--- src/hdl/rgb_led_strip_frame_controller_defines.svh ---
// Assertion macros for the RGB LED strip frame controller.
// Used by the top level; expects clk_i and rst_ni in scope.
`ifndef RGB_LED_STRIP_FRAME_CONTROLLER_DEFINES_SVH
`define RGB_LED_STRIP_FRAME_CONTROLLER_DEFINES_SVH

// check a property on every rising clock edge outside reset
`define RGBL_ASSERT(label, prop) \
  label: assert property (@(posedge clk_i) disable iff (!rst_ni) prop) \
    else $error("rgbl assertion failed");

// check a property that must also hold during reset
`define RGBL_ASSERT_ALWAYS(label, prop) \
  label: assert property (@(posedge clk_i) prop) \
    else $error("rgbl assertion failed");

`endif

--- src/hdl/rgbl_pkg.sv ---
// Shared constants, codes and control types of the RGB LED strip frame controller.
// No dependencies.
package rgbl_pkg;

  localparam int LED_COUNT = 16;
  localparam int BAR_STEPS = 2;

  localparam int PIX_W  = 4;
  localparam int CH_W   = 2;
  localparam int COL_W  = 8;
  localparam int SYM_W  = 8;
  localparam int WORD_W = 8 * SYM_W;
  localparam int CMD_W  = 3;
  localparam int IDX_W  = 8;
  localparam int PCT_W  = 8;
  localparam int ADDR_W = 3;
  localparam int DATA_W = 32;
  localparam int BAR_W  = 16;

  localparam logic [PCT_W-1:0] PCT_MAX = PCT_W'(100);

  localparam logic KIND_ACK  = 1'b0;
  localparam logic KIND_WORD = 1'b1;

  localparam logic STATUS_OK    = 1'b0;
  localparam logic STATUS_RANGE = 1'b1;

  localparam logic REG_HIGH = 1'b0;
  localparam logic REG_LOW  = 1'b1;

  typedef enum logic [CMD_W-1:0] {
    CMD_SEND = 3'd0,
    CMD_OFF  = 3'd1,
    CMD_MOVE = 3'd2,
    CMD_TWO  = 3'd3,
    CMD_BAR  = 3'd4
  } cmd_e;

  typedef enum logic [CH_W-1:0] {
    CH_GREEN = 2'd0,
    CH_RED   = 2'd1,
    CH_BLUE  = 2'd2
  } ch_e;

  typedef enum logic [1:0] {
    ST_IDLE,
    ST_FILL,
    ST_SEND,
    ST_ACK
  } ctrl_state_e;

  typedef struct packed {
    logic load;
    logic fill_wr;
    logic emit_word;
    logic emit_ack;
  } dp_cmd_t;

  typedef struct packed {
    logic [CMD_W-1:0] in_cmd;
    logic             in_pct_bad;
    logic [CMD_W-1:0] cmd;
    logic             pix_last;
    logic             word_last;
    logic             out_free;
  } dp_sts_t;

endpackage

--- src/hdl/rgbl_regs.sv ---
// Configuration registers (high and low line symbols) behind the APB-style port.
// Depends on rgbl_pkg.
module rgbl_regs import rgbl_pkg::*; (
  input  logic              clk_i,
  input  logic              rst_ni,
  input  logic              psel,
  input  logic              penable,
  input  logic              pwrite,
  input  logic [ADDR_W-1:0] paddr,
  input  logic [DATA_W-1:0] pwdata,
  output logic [DATA_W-1:0] prdata,
  output logic              pready,
  output logic [SYM_W-1:0]  high_sym_o,
  output logic [SYM_W-1:0]  low_sym_o
);

  logic [SYM_W-1:0] high_q, high_d;
  logic [SYM_W-1:0] low_q, low_d;
  logic             wr_en;

  assign pready = 1'b1;
  assign wr_en  = psel & penable & pwrite & pready;

  always_comb begin
    high_d = high_q;
    low_d  = low_q;
    if (wr_en) begin
      case (paddr[2])
        REG_HIGH: high_d = pwdata[SYM_W-1:0];
        REG_LOW:  low_d  = pwdata[SYM_W-1:0];
        default:  high_d = high_q;
      endcase
    end
  end

  always_ff @(posedge clk_i or negedge rst_ni) begin
    if (!rst_ni) begin
      high_q <= '0;
      low_q  <= '0;
    end else begin
      high_q <= high_d;
      low_q  <= low_d;
    end
  end

  always_comb begin
    case (paddr[2])
      REG_HIGH: prdata = {{(DATA_W-SYM_W){1'b0}}, high_q};
      REG_LOW:  prdata = {{(DATA_W-SYM_W){1'b0}}, low_q};
      default:  prdata = '0;
    endcase
  end

  assign high_sym_o = high_q;
  assign low_sym_o  = low_q;

endmodule

--- src/hdl/rgbl_ctrl.sv ---
// Command sequencer: accepts items, runs the frame rewrite sweep, the send
// sweep and the acknowledge. Depends on rgbl_pkg.
module rgbl_ctrl import rgbl_pkg::*; (
  input  logic    clk_i,
  input  logic    rst_ni,
  input  logic    in_valid_i,
  output logic    in_ready_o,
  input  dp_sts_t sts_i,
  output dp_cmd_t cmd_o
);

  ctrl_state_e state_q, state_d;

  always_ff @(posedge clk_i or negedge rst_ni) begin
    if (!rst_ni) begin
      state_q <= ST_IDLE;
    end else begin
      state_q <= state_d;
    end
  end

  always_comb begin
    state_d    = state_q;
    in_ready_o = 1'b0;
    cmd_o      = '0;
    case (state_q)
      ST_IDLE: begin
        in_ready_o = 1'b1;
        if (in_valid_i) begin
          cmd_o.load = 1'b1;
          case (sts_i.in_cmd)
            CMD_SEND: state_d = ST_SEND;
            CMD_OFF, CMD_MOVE, CMD_TWO: state_d = ST_FILL;
            CMD_BAR: state_d = sts_i.in_pct_bad ? ST_ACK : ST_FILL;
            default: state_d = ST_ACK;
          endcase
        end
      end
      ST_FILL: begin
        cmd_o.fill_wr = 1'b1;
        if (sts_i.pix_last) begin
          state_d = (sts_i.cmd == CMD_OFF) ? ST_SEND : ST_ACK;
        end
      end
      ST_SEND: begin
        if (sts_i.out_free) begin
          cmd_o.emit_word = 1'b1;
          if (sts_i.word_last) begin
            state_d = ST_IDLE;
          end
        end
      end
      ST_ACK: begin
        if (sts_i.out_free) begin
          cmd_o.emit_ack = 1'b1;
          state_d        = ST_IDLE;
        end
      end
      default: state_d = ST_IDLE;
    endcase
  end

endmodule

--- src/hdl/rgbl_dp.sv ---
// Datapath: command payload, frame store, moving index, sweep counters,
// pixel rewrite logic, symbol encoder and output register. Depends on rgbl_pkg.
module rgbl_dp import rgbl_pkg::*; (
  input  logic               clk_i,
  input  logic               rst_ni,
  input  dp_cmd_t            cmd_i,
  output dp_sts_t            sts_o,
  input  logic [SYM_W-1:0]   high_sym_i,
  input  logic [SYM_W-1:0]   low_sym_i,
  input  logic [CMD_W-1:0]   in_command_i,
  input  logic [COL_W-1:0]   in_red_i,
  input  logic [COL_W-1:0]   in_green_i,
  input  logic [COL_W-1:0]   in_blue_i,
  input  logic [IDX_W-1:0]   in_index_a_i,
  input  logic [COL_W-1:0]   in_red_b_i,
  input  logic [COL_W-1:0]   in_green_b_i,
  input  logic [COL_W-1:0]   in_blue_b_i,
  input  logic [IDX_W-1:0]   in_index_b_i,
  input  logic [PCT_W-1:0]   in_percent_i,
  input  logic               out_ready_i,
  output logic               out_valid_o,
  output logic               out_kind_o,
  output logic [WORD_W-1:0]  out_symbols_o,
  output logic [PIX_W-1:0]   out_pixel_o,
  output logic [CH_W-1:0]    out_channel_o,
  output logic               out_status_o,
  output logic               out_last_o
);

  function automatic logic [WORD_W-1:0] encode_byte(logic [COL_W-1:0] v,
                                                    logic [SYM_W-1:0] hi,
                                                    logic [SYM_W-1:0] lo);
    logic [WORD_W-1:0] w;
    w = '0;
    for (int i = 0; i < COL_W; i++) begin
      w[SYM_W*i +: SYM_W] = v[i] ? hi : lo;
    end
    return w;
  endfunction

  // command payload
  logic [CMD_W-1:0] cmd_q;
  logic [COL_W-1:0] red_q, green_q, blue_q, red_b_q, green_b_q, blue_b_q;
  logic [IDX_W-1:0] idx_a_q, idx_b_q;
  logic [PCT_W-1:0] pct_q;

  // frame and counters
  logic [COL_W-1:0] fr_red_q   [LED_COUNT];
  logic [COL_W-1:0] fr_green_q [LED_COUNT];
  logic [COL_W-1:0] fr_blue_q  [LED_COUNT];
  logic [PIX_W-1:0] move_q, move_d;
  logic [PIX_W-1:0] pix_q, pix_d;
  logic [CH_W-1:0]  ch_q, ch_d;

  // output register
  logic              out_valid_q, out_valid_d;
  logic              out_kind_q;
  logic [WORD_W-1:0] out_sym_q;
  logic [PIX_W-1:0]  out_pix_q;
  logic [CH_W-1:0]   out_ch_q;
  logic              out_status_q;
  logic              out_last_q;

  logic              pix_last, word_last, pct_bad, out_free;
  logic [COL_W-1:0]  px_red, px_green, px_blue, rd_byte;
  logic [IDX_W-1:0]  pix_ext;
  logic [BAR_W-1:0]  bar_level, bar_full_th, bar_half_th;
  logic              bar_full, bar_half;

  assign pix_last  = (pix_q == PIX_W'(LED_COUNT - 1));
  assign word_last = pix_last && (ch_q == CH_BLUE);
  assign pct_bad   = (pct_q > PCT_MAX);
  assign out_free  = !out_valid_q || out_ready_i;
  assign pix_ext   = IDX_W'(pix_q);

  assign sts_o.in_cmd     = in_command_i;
  assign sts_o.in_pct_bad = (in_percent_i > PCT_MAX);
  assign sts_o.cmd        = cmd_q;
  assign sts_o.pix_last   = pix_last;
  assign sts_o.word_last  = word_last;
  assign sts_o.out_free   = out_free;

  always_ff @(posedge clk_i) begin
    if (cmd_i.load) begin
      cmd_q     <= in_command_i;
      red_q     <= in_red_i;
      green_q   <= in_green_i;
      blue_q    <= in_blue_i;
      idx_a_q   <= in_index_a_i;
      red_b_q   <= in_red_b_i;
      green_b_q <= in_green_b_i;
      blue_b_q  <= in_blue_b_i;
      idx_b_q   <= in_index_b_i;
      pct_q     <= in_percent_i;
    end
  end

  // bargraph: pixel i is full when S*L*pct >= 100*S*(i+1), half when
  // S*L*pct >= 100*(S*i+1) and not full
  assign bar_level   = BAR_W'(pct_q) * BAR_W'(BAR_STEPS * LED_COUNT);
  assign bar_full_th = BAR_W'(100 * BAR_STEPS) * (BAR_W'(pix_q) + BAR_W'(1));
  assign bar_half_th = BAR_W'(100) * (BAR_W'(BAR_STEPS) * BAR_W'(pix_q) + BAR_W'(1));
  assign bar_full    = (bar_level >= bar_full_th);
  assign bar_half    = !bar_full && (bar_level >= bar_half_th);

  always_comb begin
    px_red   = '0;
    px_green = '0;
    px_blue  = '0;
    case (cmd_q)
      CMD_MOVE: begin
        if (pix_q == move_q) begin
          px_red   = red_q;
          px_green = green_q;
          px_blue  = blue_q;
        end
      end
      CMD_TWO: begin
        if (pix_ext == idx_b_q) begin
          px_red   = red_b_q;
          px_green = green_b_q;
          px_blue  = blue_b_q;
        end else if (pix_ext == idx_a_q) begin
          px_red   = red_q;
          px_green = green_q;
          px_blue  = blue_q;
        end
      end
      CMD_BAR: begin
        if (bar_full) begin
          px_red   = red_q;
          px_green = green_q;
          px_blue  = blue_q;
        end else if (bar_half) begin
          px_red   = red_q >> 1;
          px_green = green_q >> 1;
          px_blue  = blue_q >> 1;
        end
      end
      default: px_red = '0;
    endcase
  end

  always_ff @(posedge clk_i or negedge rst_ni) begin
    if (!rst_ni) begin
      for (int i = 0; i < LED_COUNT; i++) begin
        fr_red_q[i]   <= '0;
        fr_green_q[i] <= '0;
        fr_blue_q[i]  <= '0;
      end
    end else if (cmd_i.fill_wr) begin
      fr_red_q[pix_q]   <= px_red;
      fr_green_q[pix_q] <= px_green;
      fr_blue_q[pix_q]  <= px_blue;
    end
  end

  always_comb begin
    pix_d  = pix_q;
    ch_d   = ch_q;
    move_d = move_q;
    if (cmd_i.load) begin
      pix_d = '0;
      ch_d  = CH_GREEN;
    end else if (cmd_i.fill_wr) begin
      pix_d = pix_last ? '0 : pix_q + PIX_W'(1);
      if (pix_last && (cmd_q == CMD_MOVE)) begin
        move_d = (move_q == PIX_W'(LED_COUNT - 1)) ? '0 : move_q + PIX_W'(1);
      end
    end else if (cmd_i.emit_word) begin
      if (ch_q == CH_BLUE) begin
        ch_d  = CH_GREEN;
        pix_d = pix_last ? '0 : pix_q + PIX_W'(1);
      end else begin
        ch_d = ch_q + CH_W'(1);
      end
    end
  end

  always_ff @(posedge clk_i or negedge rst_ni) begin
    if (!rst_ni) begin
      pix_q  <= '0;
      ch_q   <= CH_GREEN;
      move_q <= '0;
    end else begin
      pix_q  <= pix_d;
      ch_q   <= ch_d;
      move_q <= move_d;
    end
  end

  always_comb begin
    case (ch_q)
      CH_GREEN: rd_byte = fr_green_q[pix_q];
      CH_RED:   rd_byte = fr_red_q[pix_q];
      CH_BLUE:  rd_byte = fr_blue_q[pix_q];
      default:  rd_byte = '0;
    endcase
  end

  always_comb begin
    out_valid_d = out_valid_q;
    if (cmd_i.emit_word || cmd_i.emit_ack) begin
      out_valid_d = 1'b1;
    end else if (out_ready_i) begin
      out_valid_d = 1'b0;
    end
  end

  always_ff @(posedge clk_i or negedge rst_ni) begin
    if (!rst_ni) begin
      out_valid_q <= 1'b0;
    end else begin
      out_valid_q <= out_valid_d;
    end
  end

  always_ff @(posedge clk_i) begin
    if (cmd_i.emit_word) begin
      out_kind_q   <= KIND_WORD;
      out_sym_q    <= encode_byte(rd_byte, high_sym_i, low_sym_i);
      out_pix_q    <= pix_q;
      out_ch_q     <= ch_q;
      out_status_q <= STATUS_OK;
      out_last_q   <= word_last;
    end else if (cmd_i.emit_ack) begin
      out_kind_q   <= KIND_ACK;
      out_sym_q    <= '0;
      out_pix_q    <= '0;
      out_ch_q     <= CH_GREEN;
      out_status_q <= ((cmd_q == CMD_BAR) && pct_bad) ? STATUS_RANGE : STATUS_OK;
      out_last_q   <= 1'b1;
    end
  end

  assign out_valid_o   = out_valid_q;
  assign out_kind_o    = out_kind_q;
  assign out_symbols_o = out_sym_q;
  assign out_pixel_o   = out_pix_q;
  assign out_channel_o = out_ch_q;
  assign out_status_o  = out_status_q;
  assign out_last_o    = out_last_q;

endmodule

--- src/hdl/rgb_led_strip_frame_controller.sv ---
// RGB LED strip frame controller: top level joining registers, sequencer and datapath.
// Depends on rgbl_pkg, rgbl_regs, rgbl_ctrl, rgbl_dp and the assertion macro header.
//
// Usage: a command item enters on the in_* valid/ready channel; results leave on
// the out_* valid/ready channel. The APB-style port sets the high and low line
// symbols (register 0 at address 0, register 1 at address 4); write it only while idle.
// One command is worked on at a time; in_ready_o is high only between commands.
// Send: 48 symbol words, one per cycle while the receiver takes them; the first
// word passes the sequencer state register, then the output register.
// Off: a clear sweep of all 16 pixels of the frame, then the 48-word send.
// Moving point, two points, bargraph: a rewrite sweep of all 16 pixels, one pixel per
// cycle through the frame write port, then one acknowledge.
// A bargraph percent above 100 and an unknown command go to the acknowledge with no sweep.
// The frame read port gives one pixel channel per cycle, which sets the send rate.
// The output register holds a result while the receiver stalls; the sweep waits
// and no result is lost. An acknowledge may sit there while the next command enters.
// Reset clears the frame, the moving index, both symbol registers and out_valid_o.
module rgb_led_strip_frame_controller import rgbl_pkg::*; (
  input  logic              clk_i,
  input  logic              rst_ni,
  input  logic              psel,
  input  logic              penable,
  input  logic              pwrite,
  input  logic [ADDR_W-1:0] paddr,
  input  logic [DATA_W-1:0] pwdata,
  output logic [DATA_W-1:0] prdata,
  output logic              pready,
  input  logic              in_valid_i,
  output logic              in_ready_o,
  input  logic [CMD_W-1:0]  in_command_i,
  input  logic [COL_W-1:0]  in_red_i,
  input  logic [COL_W-1:0]  in_green_i,
  input  logic [COL_W-1:0]  in_blue_i,
  input  logic [IDX_W-1:0]  in_index_a_i,
  input  logic [COL_W-1:0]  in_red_b_i,
  input  logic [COL_W-1:0]  in_green_b_i,
  input  logic [COL_W-1:0]  in_blue_b_i,
  input  logic [IDX_W-1:0]  in_index_b_i,
  input  logic [PCT_W-1:0]  in_percent_i,
  output logic              out_valid_o,
  input  logic              out_ready_i,
  output logic              out_kind_o,
  output logic [WORD_W-1:0] out_symbols_o,
  output logic [PIX_W-1:0]  out_pixel_o,
  output logic [CH_W-1:0]   out_channel_o,
  output logic              out_status_o,
  output logic              out_last_o
);

`include "rgb_led_strip_frame_controller_defines.svh"

  logic [SYM_W-1:0] high_sym, low_sym;
  dp_cmd_t          dp_cmd;
  dp_sts_t          dp_sts;

  rgbl_regs u_regs (
    .clk_i      (clk_i),
    .rst_ni     (rst_ni),
    .psel       (psel),
    .penable    (penable),
    .pwrite     (pwrite),
    .paddr      (paddr),
    .pwdata     (pwdata),
    .prdata     (prdata),
    .pready     (pready),
    .high_sym_o (high_sym),
    .low_sym_o  (low_sym)
  );

  rgbl_ctrl u_ctrl (
    .clk_i      (clk_i),
    .rst_ni     (rst_ni),
    .in_valid_i (in_valid_i),
    .in_ready_o (in_ready_o),
    .sts_i      (dp_sts),
    .cmd_o      (dp_cmd)
  );

  rgbl_dp u_dp (
    .clk_i         (clk_i),
    .rst_ni        (rst_ni),
    .cmd_i         (dp_cmd),
    .sts_o         (dp_sts),
    .high_sym_i    (high_sym),
    .low_sym_i     (low_sym),
    .in_command_i  (in_command_i),
    .in_red_i      (in_red_i),
    .in_green_i    (in_green_i),
    .in_blue_i     (in_blue_i),
    .in_index_a_i  (in_index_a_i),
    .in_red_b_i    (in_red_b_i),
    .in_green_b_i  (in_green_b_i),
    .in_blue_b_i   (in_blue_b_i),
    .in_index_b_i  (in_index_b_i),
    .in_percent_i  (in_percent_i),
    .out_ready_i   (out_ready_i),
    .out_valid_o   (out_valid_o),
    .out_kind_o    (out_kind_o),
    .out_symbols_o (out_symbols_o),
    .out_pixel_o   (out_pixel_o),
    .out_channel_o (out_channel_o),
    .out_status_o  (out_status_o),
    .out_last_o    (out_last_o)
  );

  `RGBL_ASSERT(a_busy_after_transfer, (in_valid_i && in_ready_o) |=> !in_ready_o)
  `RGBL_ASSERT(a_last_word_is_final_channel,
    (out_valid_o && out_kind_o == KIND_WORD && out_last_o) |->
      (out_pixel_o == PIX_W'(LED_COUNT - 1) && out_channel_o == CH_BLUE))
  `RGBL_ASSERT(a_ack_is_last, (out_valid_o && out_kind_o == KIND_ACK) |-> out_last_o)
  `RGBL_ASSERT_ALWAYS(a_no_output_in_reset, !rst_ni |=> !out_valid_o || rst_ni)

endmodule
--- config.mk ---
export PLATFORM = sky130hd
export DESIGN_NAME = rgb_led_strip_frame_controller
export DESIGN_NICKNAME = d
export VERILOG_FILES = /design/src/hdl/rgbl_pkg.sv /design/src/hdl/rgbl_regs.sv /design/src/hdl/rgbl_ctrl.sv /design/src/hdl/rgbl_dp.sv /design/src/hdl/rgb_led_strip_frame_controller.sv
export VERILOG_INCLUDE_DIRS = /design/src /design/src/hdl
export SDC_FILE = /design/constraint.sdc
export NUM_CORES = 1
export LEC_CHECK = 0
export BUFFER_PORTS_ARGS = -buffer_cell sky130_fd_sc_hd__buf_2
export CAP_MARGIN = 20
export CORE_MARGIN = 4
export CORE_UTILIZATION = 54
export DETAILED_ROUTE_END_ITERATION = 16
export PLACE_DENSITY = 0.76
export SYNTH_ARGS = -nofsm -noshare
export SYNTH_HDL_FRONTEND = slang
export SYNTH_SLANG_ARGS = --single-unit
--- constraint.sdc ---
create_clock -name clk_i -period 5.3 [get_ports clk_i]
set_clock_uncertainty 0.15 [all_clocks]
set_input_delay 0.265 -clock clk_i [delete_from_list [all_inputs] [get_ports clk_i]]
set_output_delay 0.265 -clock clk_i [all_outputs]
set_load 0.03 [all_outputs]
==> out/metrics.cfg <==
[run_status]
outcome=completed

[layout]
drive_gt1_share_pct=20.88
design_area_sq_um=31030
syn2layout_area_growth_pct=16.67
nets=2641
final_cell_mix=411 x dfrtp_1, 406 x nor2_1, 381 x a31oi_1
mostFrequentLayoutCell=dfrtp_1

[cts]
h-tree-depth=2
cts_tree=yes
clkSinkCount=561
cts_buffers=54
clkTransAtPathRegs_ps=60
insertion_delay_ps=620
clock_path_buffers=3
root_buffer=clkbuf_16

[run]
drv_cap=0

[pwr]
peakVddDrop_v=0.0005026
powerDensity_nw_per_um2=555.2
switchingPower_w=0.006476
p_clk_share_pct=22.5
internal_power_w=0.01075
pwr-share-seq_pct=37.7
leakage_nw=13.58
share_comb_of_total_power_pct=39.8
p_sw_share_pct=37.59

[synthesis]
synthArstFlopShare_pct=73.62
synth_flop_cell=dfrtp_1
ys_types=68
synth-seq-cells=561
synthCells=2232
synth_area_sq_um=26590
avgSynthCellArea_sq_um=11.91
synth_edf_count=146
yosys_warnings=0
ys_seq_area_share_pct=55.50

[detailed_routing]
antenna_left=0
vias=20193
totalWireLength_mm=76.82
drt_iter0_markers=2348
post_drt_wl_per_cell_microns=24.20
firstDrtPassIters=7
vias_per_cell=6.360
drcViolationCount=0

[placed_design]
post_dp_cell_area_sq_um=28040
gp_congestion=0.9132
io_buffer_count=173
place_ws_ps=19.98
dp.final_hpwl_mm=45.62

[grt]
grt_pass1_vias=20555
grt_overflow=0
antenna_found_initial=2
grt_max_degree=139
grt_pass1_wl_mm=118.0
grt_use_total_pct=28.47

[worst_setup_path]
cp-end-kind=register
cp_common_cell=ha_1
rr_worst_depth=21
cp.required_ps=5610
slowest_delay_ps=520
rr_startpoint=u_dp.pix_q[0]$_DFFE_PN0P_
start_kind=register
cp_top_family=adder cells
slowest_stage=dfrtp_4
worst-path-stages=21
worst_r2r_endpoint=u_dp.fr_red_q[8]$_DFFE_PN0P_
path_max_fanout=8
path_buf_inv=6
worstSetupPathType=register to register
critPathArrivalTime_ps=5500
worstPathCellList=ha_2 -> xnor2_2 -> inv_1 -> ha_1 -> ha_1 -> inv_1 -> fa_1 -> and3b_1 -> nor3_1 -> or2_2 -> ha_1 -> a21o_1 -> a21oi_1 -> o21a_1 -> a211oi_4 -> buf_12 -> clkbuf_16 -> buf_4 -> a221oi_4 -> clkbuf_16 -> a31oi_1
r2r_slack_ps=110

[sta]
final-setup-viol-count=0
slew-limit-headroom_pct=23.18
setup_slack_ps=111.7
tightest_slew_ps=1137
fmax_mhz=192.7
period_needed_ps=5188
hold_viol=0
post-route-period-util_pct=97.89
maxSlewViolCount=0

[min_path]
hp-class=input pin to async pin

[floorplanning]
rows=81
coreArea_sq_um=48850
io_pins=225
die_h_microns=229.9
dieArea_sq_um=52860
start_util_pct=54.44
die_w_microns=229.9

[through the flow]
step	TNS, ps	utilization (%)	hold slack [ps]	total power (W)	instances
6_report	0	63.52	138.3	0.01723	3175
5_1_grt	-289.3	63.52	208.0	0.01805	3175
4_1_cts	0	62.76	186.6	0.01690	3150
3_5_place_dp	0	57.40	266.9	0.01301	2964
3_3_place_gp	0	57.40	245.4	0.01274	2964
2_1_floorplan	0	-	-180.6	0.01121	2255
[what timing repair did]
item	in CTS	in global routing
setup buffers	2	20
resized for setup	0	8
pin swaps	1	8
endpoints found under the hold margin	213	0
gates cloned	0	2
endpoints found under the setup margin	11	259
hold buffers	86	0
[routing by layer]
metal  vias up  global-route usage, %  wire length [microns]
li1       8740                      -                      -
met1     10029                  37.00                  29100
met2      1157                  46.90                  37330
met3       265                  5.116                   6851
met4         2                  13.31                   3529
met5         -                      0                     20
[kinds of logic (layout without fill, tap and decap cells)]
group           after synthesis  in the layout  share of synthesized area, %
other cells                   2             26                       0.02824
fa+ha+maj                    56             56                         2.691
buf+inv                     228            483                         4.550
mux                         251            251                         12.49
simple gates                562            562                         8.845
xor+xnor                     25             25                        0.8516
compound gates              547            547                         15.05
flops                       561            561                         55.50
[state kept, by name, summed over array words and instances (netlist names), 2 cells and up]
name,flops
u_dp.idx_b_q,8
u_dp.out_pixel_o,4
u_dp.blue_q,8
u_regs.low_sym_o,8
u_dp.out_symbols_o,64
u_dp.move_q,4
u_dp.fr_red_q,128
u_dp.red_b_q,8
u_dp.out_channel_o,2
u_dp.fr_blue_q,128
u_dp.idx_a_q,8
u_dp.fr_green_q,128
u_dp.cmd_q,3
u_dp.ch_q,2
u_dp.green_q,8
u_dp.green_b_q,8
u_dp.pix_q,4
u_dp.pct_q,8
u_dp.red_q,8
u_dp.blue_b_q,8
u_regs.high_sym_o,8
u_ctrl.state_q,2
[cells in the mapped netlist, types with 4 or more instances]
library cell,count,share of area (%)
a21boi_0,11,0.31
a21boi_1,10,0.28
a21o_1,5,0.14
a21oi_1,17,0.32
a221oi_2,4,0.23
a221oi_4,17,1.7
a22oi_1,28,0.79
a31oi_1,381,9.0
a31oi_2,10,0.47
and2_1,7,0.16
buf_1,4,0.056
buf_2,31,0.58
buf_4,38,1.1
buf_6,20,0.85
clkbuf_1,116,1.6
dfrtp_1,413,39
edfxtp_1,146,16
ha_1,54,2.5
inv_1,14,0.20
mux2_2,26,1.1
mux2i_1,163,6.1
mux4_2,62,5.3
nand2_1,62,0.88
nand2b_1,7,0.16
nand3_1,11,0.21
nand4_1,27,0.64
nor2_1,418,5.9
nor2b_1,5,0.12
nor3_4,4,0.24
o21a_1,7,0.20
o21ai_0,18,0.34
o22ai_1,19,0.45
or2_2,4,0.094
xnor2_1,15,0.49
xor2_1,9,0.30
[power by group through the flow]
stage | sequential (W) | combinational, W | clock (W)
after floorplan | 0.00684 | 0.00436 | 0
after global placement | 0.00644 | 0.00630 | 0
after detailed placement | 0.00653 | 0.00648 | 0
after CTS | 0.00646 | 0.00657 | 0.00387
after global routing | 0.00661 | 0.00736 | 0.00408
final | 0.00650 | 0.00685 | 0.00388
[final cells by class]
cell class | instances | area, sq um
clock buffer | 72 | 1479
antenna | 1 | 2.502
inverter | 17 | 65.06
sequential | 561 | 14770
tap | 664 | 830.8
multi-input combinational | 1466 | 10850
clock inverter | 26 | 265.3
timing repair buffer | 368 | 2765
fill | 3568 | 17820
[worst max-delay path by stage]
stage	start	end	slack [ps]
after global routing	u_dp.pix_q[0]$_DFFE_PN0P_	u_dp.fr_red_q[56]$_DFFE_PN0P_	-40
after CTS	u_dp.pix_q[1]$_DFFE_PN0P_	u_dp.fr_red_q[80]$_DFFE_PN0P_	60
after detailed placement	u_dp.pix_q[1]$_DFFE_PN0P_	u_dp.fr_red_q[90]$_DFFE_PN0P_	20
after floorplan	u_dp.pix_q[0]$_DFFE_PN0P_	u_dp.fr_green_q[22]$_DFFE_PN0P_	6
after global placement	u_dp.pix_q[1]$_DFFE_PN0P_	u_dp.fr_red_q[66]$_DFFE_PN0P_	110
final	u_dp.pix_q[0]$_DFFE_PN0P_	u_dp.fr_red_q[8]$_DFFE_PN0P_	110
Power figures use the tool's default switching activity.
